File: src/design/cdhm_pkg.sv
package cdhm_pkg;
	localparam int MAX_REQUESTS = 128;
	localparam int TRACK_BITS   = 16;
	localparam int ADDR_W       = $clog2(MAX_REQUESTS);
	localparam int CNT_W        = $clog2(MAX_REQUESTS + 1);
	localparam int MOVE_W       = 18;
	localparam int CFG_IDX_W    = 2;
	localparam int CFG_DATA_W   = 16;

	localparam logic [CFG_IDX_W-1:0] REG_START_HEAD   = 2'd0;
	localparam logic [CFG_IDX_W-1:0] REG_DIRECTION_UP = 2'd1;

	typedef enum logic [3:0] {
		ST_LOAD = 4'b0001,
		ST_SCAN = 4'b0010,
		ST_SUM  = 4'b0100,
		ST_OUT  = 4'b1000
	} state_t;

	typedef struct packed {
		logic store;       // input transfer: write request into store
		logic clear_scan;  // reset scan pointer and extrema
		logic scan;        // sweep the store
		logic sum;         // form total from extrema
		logic clear_count; // batch delivered
	} cmd_t;

	typedef struct packed {
		logic scan_done;
	} status_t;
endpackage

File: src/design/clook_disk_head_movement_unit.sv
// C-LOOK head movement: requests load one per cycle into a 128-entry store
// until the marked one; the block then stalls input, sweeps the store once
// (one entry a cycle through the single RAM read port) to find the extremes
// of the groups at or below and strictly above start_head, and forms the
// total in the SUM state; total_movement is then offered and held while
// out_stall is high. Requests past 128 are dropped.
module clook_disk_head_movement_unit (
	input  logic                            clk,
	input  logic                            arst_n,
	input  logic                            in_valid,
	output logic                            in_stall,
	input  logic [cdhm_pkg::TRACK_BITS-1:0] track,
	input  logic                            last_request,
	output logic                            out_valid,
	input  logic                            out_stall,
	output logic [cdhm_pkg::MOVE_W-1:0]     total_movement,
	input  logic                            cfg_we,
	input  logic [cdhm_pkg::CFG_IDX_W-1:0]  cfg_index,
	input  logic [cdhm_pkg::CFG_DATA_W-1:0] cfg_data
);
	cdhm_pkg::cmd_t    cmd;
	cdhm_pkg::status_t sts;

	cdhm_ctrl u_ctrl (
		.clk          (clk),
		.arst_n       (arst_n),
		.in_valid     (in_valid),
		.last_request (last_request),
		.out_stall    (out_stall),
		.sts          (sts),
		.cmd          (cmd),
		.in_stall     (in_stall),
		.out_valid    (out_valid)
	);

	cdhm_dp u_dp (
		.clk            (clk),
		.arst_n         (arst_n),
		.cmd            (cmd),
		.sts            (sts),
		.track          (track),
		.cfg_we         (cfg_we),
		.cfg_index      (cfg_index),
		.cfg_data       (cfg_data),
		.total_movement (total_movement)
	);
endmodule

File: src/design/cdhm_ram.sv
module cdhm_ram #(
	parameter int WIDTH = 16,
	parameter int DEPTH = 128,
	parameter int AW    = $clog2(DEPTH)
) (
	input  logic             clk,
	input  logic             we,
	input  logic [AW-1:0]    waddr,
	input  logic [WIDTH-1:0] wdata,
	input  logic [AW-1:0]    raddr,
	output logic [WIDTH-1:0] rdata
);
	logic [WIDTH-1:0] mem_q [DEPTH];

	always_ff @(posedge clk) begin
		if (we) begin
			mem_q[waddr] <= wdata;
		end
		rdata <= mem_q[raddr];
	end
endmodule

File: src/design/cdhm_ctrl.sv
module cdhm_ctrl (
	input  logic             clk,
	input  logic             arst_n,
	input  logic             in_valid,
	input  logic             last_request,
	input  logic             out_stall,
	input  cdhm_pkg::status_t sts,
	output cdhm_pkg::cmd_t   cmd,
	output logic             in_stall,
	output logic             out_valid
);
	cdhm_pkg::state_t state_q, state_d;
	logic in_xfer;

	assign in_stall  = (state_q != cdhm_pkg::ST_LOAD);
	assign out_valid = (state_q == cdhm_pkg::ST_OUT);
	assign in_xfer   = in_valid && !in_stall;

	always_comb begin
		state_d = state_q;
		cmd = '0;
		unique case (state_q)
			cdhm_pkg::ST_LOAD: begin
				cmd.store = in_xfer;
				if (in_xfer && last_request) begin
					cmd.clear_scan = 1'b1;
					state_d = cdhm_pkg::ST_SCAN;
				end
			end
			cdhm_pkg::ST_SCAN: begin
				cmd.scan = 1'b1;
				if (sts.scan_done) state_d = cdhm_pkg::ST_SUM;
			end
			cdhm_pkg::ST_SUM: begin
				cmd.sum = 1'b1;
				state_d = cdhm_pkg::ST_OUT;
			end
			cdhm_pkg::ST_OUT: begin
				if (!out_stall) begin
					cmd.clear_count = 1'b1;
					state_d = cdhm_pkg::ST_LOAD;
				end
			end
			default: state_d = cdhm_pkg::ST_LOAD;
		endcase
	end

	always_ff @(posedge clk or negedge arst_n) begin
		if (!arst_n) begin
			state_q <= cdhm_pkg::ST_LOAD;
		end else begin
			state_q <= state_d;
		end
	end
endmodule

File: src/design/cdhm_dp.sv
module cdhm_dp (
	input  logic                                clk,
	input  logic                                arst_n,
	input  cdhm_pkg::cmd_t                      cmd,
	output cdhm_pkg::status_t                   sts,
	input  logic [cdhm_pkg::TRACK_BITS-1:0]     track,
	input  logic                                cfg_we,
	input  logic [cdhm_pkg::CFG_IDX_W-1:0]      cfg_index,
	input  logic [cdhm_pkg::CFG_DATA_W-1:0]     cfg_data,
	output logic [cdhm_pkg::MOVE_W-1:0]         total_movement
);
	localparam int TW = cdhm_pkg::TRACK_BITS;
	localparam int MW = cdhm_pkg::MOVE_W;

	logic [TW-1:0] head_q;
	logic          dir_up_q;
	logic [cdhm_pkg::CNT_W-1:0] count_q, rd_q;
	logic          rv_s1;
	logic [TW-1:0] rdata;
	logic          has_lo_q, has_hi_q;
	logic [TW-1:0] min_lo_q, max_lo_q, min_hi_q, max_hi_q;
	logic [MW-1:0] total_q;
	logic          wr_en, rd_en;
	logic [MW-1:0] h, mnl, mxl, mnh, mxh, sum_d;

	assign wr_en = cmd.store && (count_q < cdhm_pkg::CNT_W'(cdhm_pkg::MAX_REQUESTS));
	assign rd_en = cmd.scan && (rd_q < count_q);
	assign sts.scan_done = (rd_q == count_q) && !rv_s1;
	assign total_movement = total_q;

	cdhm_ram #(.WIDTH(TW), .DEPTH(cdhm_pkg::MAX_REQUESTS)) u_ram (
		.clk   (clk),
		.we    (wr_en),
		.waddr (count_q[cdhm_pkg::ADDR_W-1:0]),
		.wdata (track),
		.raddr (rd_q[cdhm_pkg::ADDR_W-1:0]),
		.rdata (rdata)
	);

	always_ff @(posedge clk or negedge arst_n) begin
		if (!arst_n) begin
			head_q   <= '0;
			dir_up_q <= 1'b1;
			count_q  <= '0;
			rd_q     <= '0;
			rv_s1    <= 1'b0;
			has_lo_q <= 1'b0;
			has_hi_q <= 1'b0;
		end else begin
			if (cfg_we) begin
				unique case (cfg_index)
					cdhm_pkg::REG_START_HEAD:   head_q   <= cfg_data[TW-1:0];
					cdhm_pkg::REG_DIRECTION_UP: dir_up_q <= cfg_data[0];
					default: ;
				endcase
			end
			if (cmd.clear_count) begin
				count_q <= '0;
			end else if (wr_en) begin
				count_q <= count_q + 1'b1;
			end
			if (cmd.clear_scan) begin
				rd_q     <= '0;
				rv_s1    <= 1'b0;
				has_lo_q <= 1'b0;
				has_hi_q <= 1'b0;
			end else begin
				rv_s1 <= rd_en;
				if (rd_en) rd_q <= rd_q + 1'b1;
				if (rv_s1) begin
					if (rdata > head_q) has_hi_q <= 1'b1;
					else has_lo_q <= 1'b1;
				end
			end
		end
	end

	// extrema of the groups at or below and strictly above the head
	always_ff @(posedge clk) begin
		if (rv_s1 && !cmd.clear_scan) begin
			if (rdata > head_q) begin
				if (!has_hi_q || rdata < min_hi_q) min_hi_q <= rdata;
				if (!has_hi_q || rdata > max_hi_q) max_hi_q <= rdata;
			end else begin
				if (!has_lo_q || rdata < min_lo_q) min_lo_q <= rdata;
				if (!has_lo_q || rdata > max_lo_q) max_lo_q <= rdata;
			end
		end
		if (cmd.sum) total_q <= sum_d;
	end

	assign h   = MW'(head_q);
	assign mnl = MW'(min_lo_q);
	assign mxl = MW'(max_lo_q);
	assign mnh = MW'(min_hi_q);
	assign mxh = MW'(max_hi_q);

	// at most three span terms of 16 bits each, never overflows the 18-bit sum
	always_comb begin
		if (dir_up_q) begin
			if (has_hi_q) begin
				sum_d = (mxh - h) + (has_lo_q ? ((mxh - mnl) + (mxl - mnl)) : '0);
			end else begin
				sum_d = (h - mnl) + (mxl - mnl);
			end
		end else begin
			if (has_lo_q) begin
				sum_d = (h - mnl) + (has_hi_q ? ((mxh - mnl) + (mxh - mnh)) : '0);
			end else begin
				sum_d = (mxh - h) + (mxh - mnh);
			end
		end
	end
endmodule

File: config.mk
export PLATFORM = sky130hd
export DESIGN_NAME = clook_disk_head_movement_unit
export DESIGN_NICKNAME = d
export VERILOG_FILES = /design/src/design/cdhm_pkg.sv /design/src/design/clook_disk_head_movement_unit.sv /design/src/design/cdhm_ram.sv /design/src/design/cdhm_ctrl.sv /design/src/design/cdhm_dp.sv
export SDC_FILE = /design/constraint.sdc
export NUM_CORES = 2
export LEC_CHECK = 0
export ABC_AREA = 1
export BUFFER_PORTS_ARGS = -buffer_cell sky130_fd_sc_hd__buf_2
export CAP_MARGIN = 20
export CORE_MARGIN = 1.5
export CORE_UTILIZATION = 52
export DETAILED_ROUTE_END_ITERATION = 10
export PLACE_DENSITY_LB_ADDON = 0.2
export REMOVE_ABC_BUFFERS = 1
export SYNTH_ARGS = -nofsm -noshare
export SYNTH_HDL_FRONTEND = slang
export SYNTH_SLANG_ARGS = --single-unit
File: constraint.sdc
create_clock -name clk -period 5.3 [get_ports clk]
set_clock_uncertainty 0.1 [all_clocks]
set_input_delay 0.795 -clock clk [delete_from_list [all_inputs] [get_ports clk]]
set_output_delay 0.795 -clock clk [all_outputs]
set_load 0.02 [all_outputs]
==> results.yml <==
setup_path:
  critPathMaxStageDelay_ns: 0.44
  reg2reg_to: "u_dp.total_movement[17]$_DFFE_PP_"
  worstSetupEndpointType: "flop"
  reg2reg_depth: 32
  regToRegStartpoint: "u_dp.min_lo_q[0]$_DFFE_PP_"
  crit_slowest_cell: "edfxtp_1"
  criticalPathCategory: "flop to flop"
  cp-start-kind: "flop"
  cp.required_ns: 5.83
  arrival_ns: 5.70
  reg2reg_slack_ns: 0.13
  path_max_fanout: 4
  cp_common_cell: "nand2_2"
clock_tree:
  worstSkewPairLatency_ns: 0.89
  cts_tree: "built"
  cts_made_buffers: 213
  worst_setup_hold_path_clk_slew_ns: 0.08
  root_buffer: "clkbuf_16"
  cts_sinks: 2186
  cts_buffer_depth: 3
  htree_levels: 4
sta:
  tightest_slew_ns: 1.18
  fmax_ghz: 0.193
  rsz0062_at_grt: "yes"
  maxSlewViolCount: 0
  tns_ns: 0
  slew_headroom_pct: 21.0
  setup_violations: 0
  worst_slack_ns: 0.128
  final.period_utilization_pct: 97.6
  finalHoldViolCount: 0
  min_period_ns: 5.17
logic_synthesis:
  synth-seq-cells: 2186
  synth_area_per_cell_sq_um: 11.8
  synth-edff-count: 2130
  ys.flop_type: "edfxtp_1"
  synth_cell_types: 64
  postSynthCellCount: 8106
  yosysWarnings: 0
  async_flop_share_pct: 1.83
  netlist_area_sq_um: 95900
  ys_seq_area_share_pct: 68.1
min_path:
  hp-start: "cfg_data[15]"
  hold_path_depth: 3
  hp-class: "primary input to flop"
  hold_end: "u_dp.head_q[15]$_DFFE_PN0P_"
placed_design:
  post-place-ws_ns: -0.217
  hpwl_um: 182000
  io_buffers: 59
  gp_congestion: 0.961
routing:
  routed_via_density: 6.16
  postRouteAntennaNets: 0
  vias: 68500
  routed_wl_um: 292000
  post_drt_wl_per_cell_um: 26.2
  drt_iter0_markers: 8785
  firstDrtPassIters: 8
  drcViolationCount: 0
floorplanning:
  die_h_um: 433
  die_w_um: 433
  die_area_sq_um: 187000
  ioPinCount: 60
  start_util_pct: 52.3
  num_rows: 157
  core_sq_um: 183000
final_layout:
  final_net_count: 8797
  area_growth_pct: 15.0
  drive_above_1_share_pct: 14.0
global_routing:
  grt_max_degree: 138
  antenna_found_initial: 8
  grt_pass1_vias: 64900
  grt_remaining_overflow: 0
  grt_pass1_wl_um: 424000
  grt_usage_pct: 30.7
power_and_ir_drop:
  peakVddDrop_v: 0.000353
  p_leak_nw: 38.8
  p_per_area_nw_per_um2: 496
outcome:
  status: "completed"
flow_run:
  maxCapViolCount: 0
-- Yosys cell counts, types with 20 or more instances --
master | count | share of area (%)
a21oi_1 | 377 | 2.0
a221oi_1 | 20 | 0.18
a31oi_1 | 66 | 0.43
buf_1 | 20 | 0.078
buf_2 | 101 | 0.53
clkbuf_1 | 332 | 1.3
dfrtp_1 | 38 | 0.99
edfxtp_1 | 2130 | 67
ha_1 | 262 | 3.4
inv_1 | 365 | 1.4
nand2_1 | 645 | 2.5
nand2_2 | 35 | 0.23
nand3_1 | 285 | 1.5
nand4_1 | 46 | 0.30
nor2_1 | 1344 | 5.3
nor3_1 | 36 | 0.19
o211ai_1 | 58 | 0.45
o21ai_0 | 1160 | 6.1
o221ai_1 | 196 | 1.8
o22ai_1 | 316 | 2.1
xnor2_1 | 34 | 0.31
xor2_1 | 41 | 0.37
-- kinds of logic (layout without fill, tap and decap cells) --
kind of cell	count (synthesis)	in the layout	share of synthesized area, %
and+or+nand+nor	2437	2437	10.4
AOI/OAI and AO/OA	2295	2295	13.8
DFF	2186	2186	68.1
buffers and inverters	839	1397	3.43
adders and majority gates	273	273	3.65
xor gates and xnor gates	76	76	0.702
other	0	3	0
-- metrics by stage --
| stage | area [sq um] | power [mW] | util [%] | hold WS (ns) | cells |
|---|---|---|---|---|---|
| after global routing | 110000 | 57.0 | 60.2 | 0.0728 | 11100 |
| after global placement | 102000 | 38.2 | 55.5 | 0.367 | 10700 |
| after detailed placement | 102000 | 38.5 | 55.5 | 0.370 | 10700 |
| final | 110000 | 54.7 | 60.2 | 0.108 | 11100 |
| after CTS | 109000 | 53.5 | 59.4 | 0.0494 | 11100 |
| after floorplan | 94100 | 30.4 | - | 0.341 | 7648 |
-- routing by layer --
| layer | global-route usage, % | vias to the layer above | routed length [um] |
|---|---|---|---|
| li1 | - | 30700 | - |
| met1 | 42.1 | 33900 | 116000 |
| met2 | 49.4 | 3330 | 139000 |
| met3 | 4.57 | 564 | 24300 |
| met4 | 12.5 | 4 | 12300 |
| met5 | 0 | - | 28 |
-- flip-flops by register name (all words and copies together) (netlist names) --
name / count
u_dp.has_hi_q: 1
u_dp.dir_up_q: 1
u_dp.rv_s1: 1
u_dp.min_lo_q: 16
u_dp.u_ram.rdata: 16
u_dp.u_ram.mem_q: 2048
u_dp.count_q: 8
u_dp.max_lo_q: 16
u_dp.rd_q: 8
u_dp.has_lo_q: 1
u_ctrl.state_q: 4
u_dp.total_movement: 18
u_dp.max_hi_q: 16
u_dp.min_hi_q: 16
u_dp.head_q: 16
-- area by class of cell --
| cell class | instances | area [sq um] |
|---|---|---|
| clock buffers | 251 | 5490 |
| repair buffers | 621 | 4950 |
| fillers | 14500 | 73000 |
| clock inverters | 144 | 1480 |
| well taps | 2464 | 3080 |
| flip-flops and latches | 2186 | 65300 |
| multi-input cells | 5081 | 28500 |
| diodes | 3 | 7.51 |
| inverters | 381 | 1450 |
-- how the worst max path moves through the flow --
stage	depth (start not counted)	slack (ns)	to	start
floorplan	11	-41.41	u_dp.rd_q[3]$_DFFE_PN0P_	u_dp.rd_q[0]$_DFFE_PN0P_
global placement	31	-0.37	u_dp.total_movement[17]$_DFFE_PP_	u_dp.max_lo_q[0]$_DFFE_PP_
detailed placement	32	-0.22	u_dp.total_movement[17]$_DFFE_PP_	u_dp.max_lo_q[0]$_DFFE_PP_
CTS	34	0.0004	u_dp.total_movement[17]$_DFFE_PP_	u_dp.max_lo_q[0]$_DFFE_PP_
global route	33	-0.12	u_dp.total_movement[15]$_DFFE_PP_	u_dp.max_hi_q[4]$_DFFE_PP_
finish	32	0.13	u_dp.total_movement[17]$_DFFE_PP_	u_dp.min_lo_q[0]$_DFFE_PP_
-- cell usage in the layout (no fill, tap or decap), types with 31 or more instances in the layout --
master     instances
nand3_1          275
o221ai_1         195
nand4_1           46
clkinv_2          36
o22ai_1          316
nor2_1          1328
dfrtp_1           34
xor2_1            31
nand2_1          626
buf_4            539
clkbuf_1          36
edfxtp_1        2130
clkbuf_16        213
a31oi_1           66
a21oi_1          338
o21ai_0         1138
o211ai_1          58
clkinv_1          63
ha_4              32
ha_1             225
a21oi_2           42
inv_1            344
buf_2             44
nand2_2           52
-- critical path: cells and delay by family, from the launching register on --
family / cells / cell delay [ns]
and+or+nand+nor: 16 / 1.62
adders and majority gates: 4 / 1.12
buffers and inverters: 6 / 0.78
AOI/OAI and AO/OA: 4 / 0.52
DFF: 1 / 0.44
xor gates and xnor gates: 2 / 0.33
-- report_power, final --
part           leakage (nW)  switching [mW]  internal (mW)
registers              19.8           0.503           19.5
logic                  15.6            13.0           6.65
clock network          3.37            6.69           8.43
-- repair_timing --
action | 4_1_cts | 5_1_grt
setup endpoints to repair | 5 | 9
resized for setup | 27 | 212
endpoints found under the hold margin | 38 | 0
pin swaps | 10 | 88
setup buffers | 7 | 36
hold buffers | 1 | 0
No activity file was read; power rests on OpenSTA's default activity.
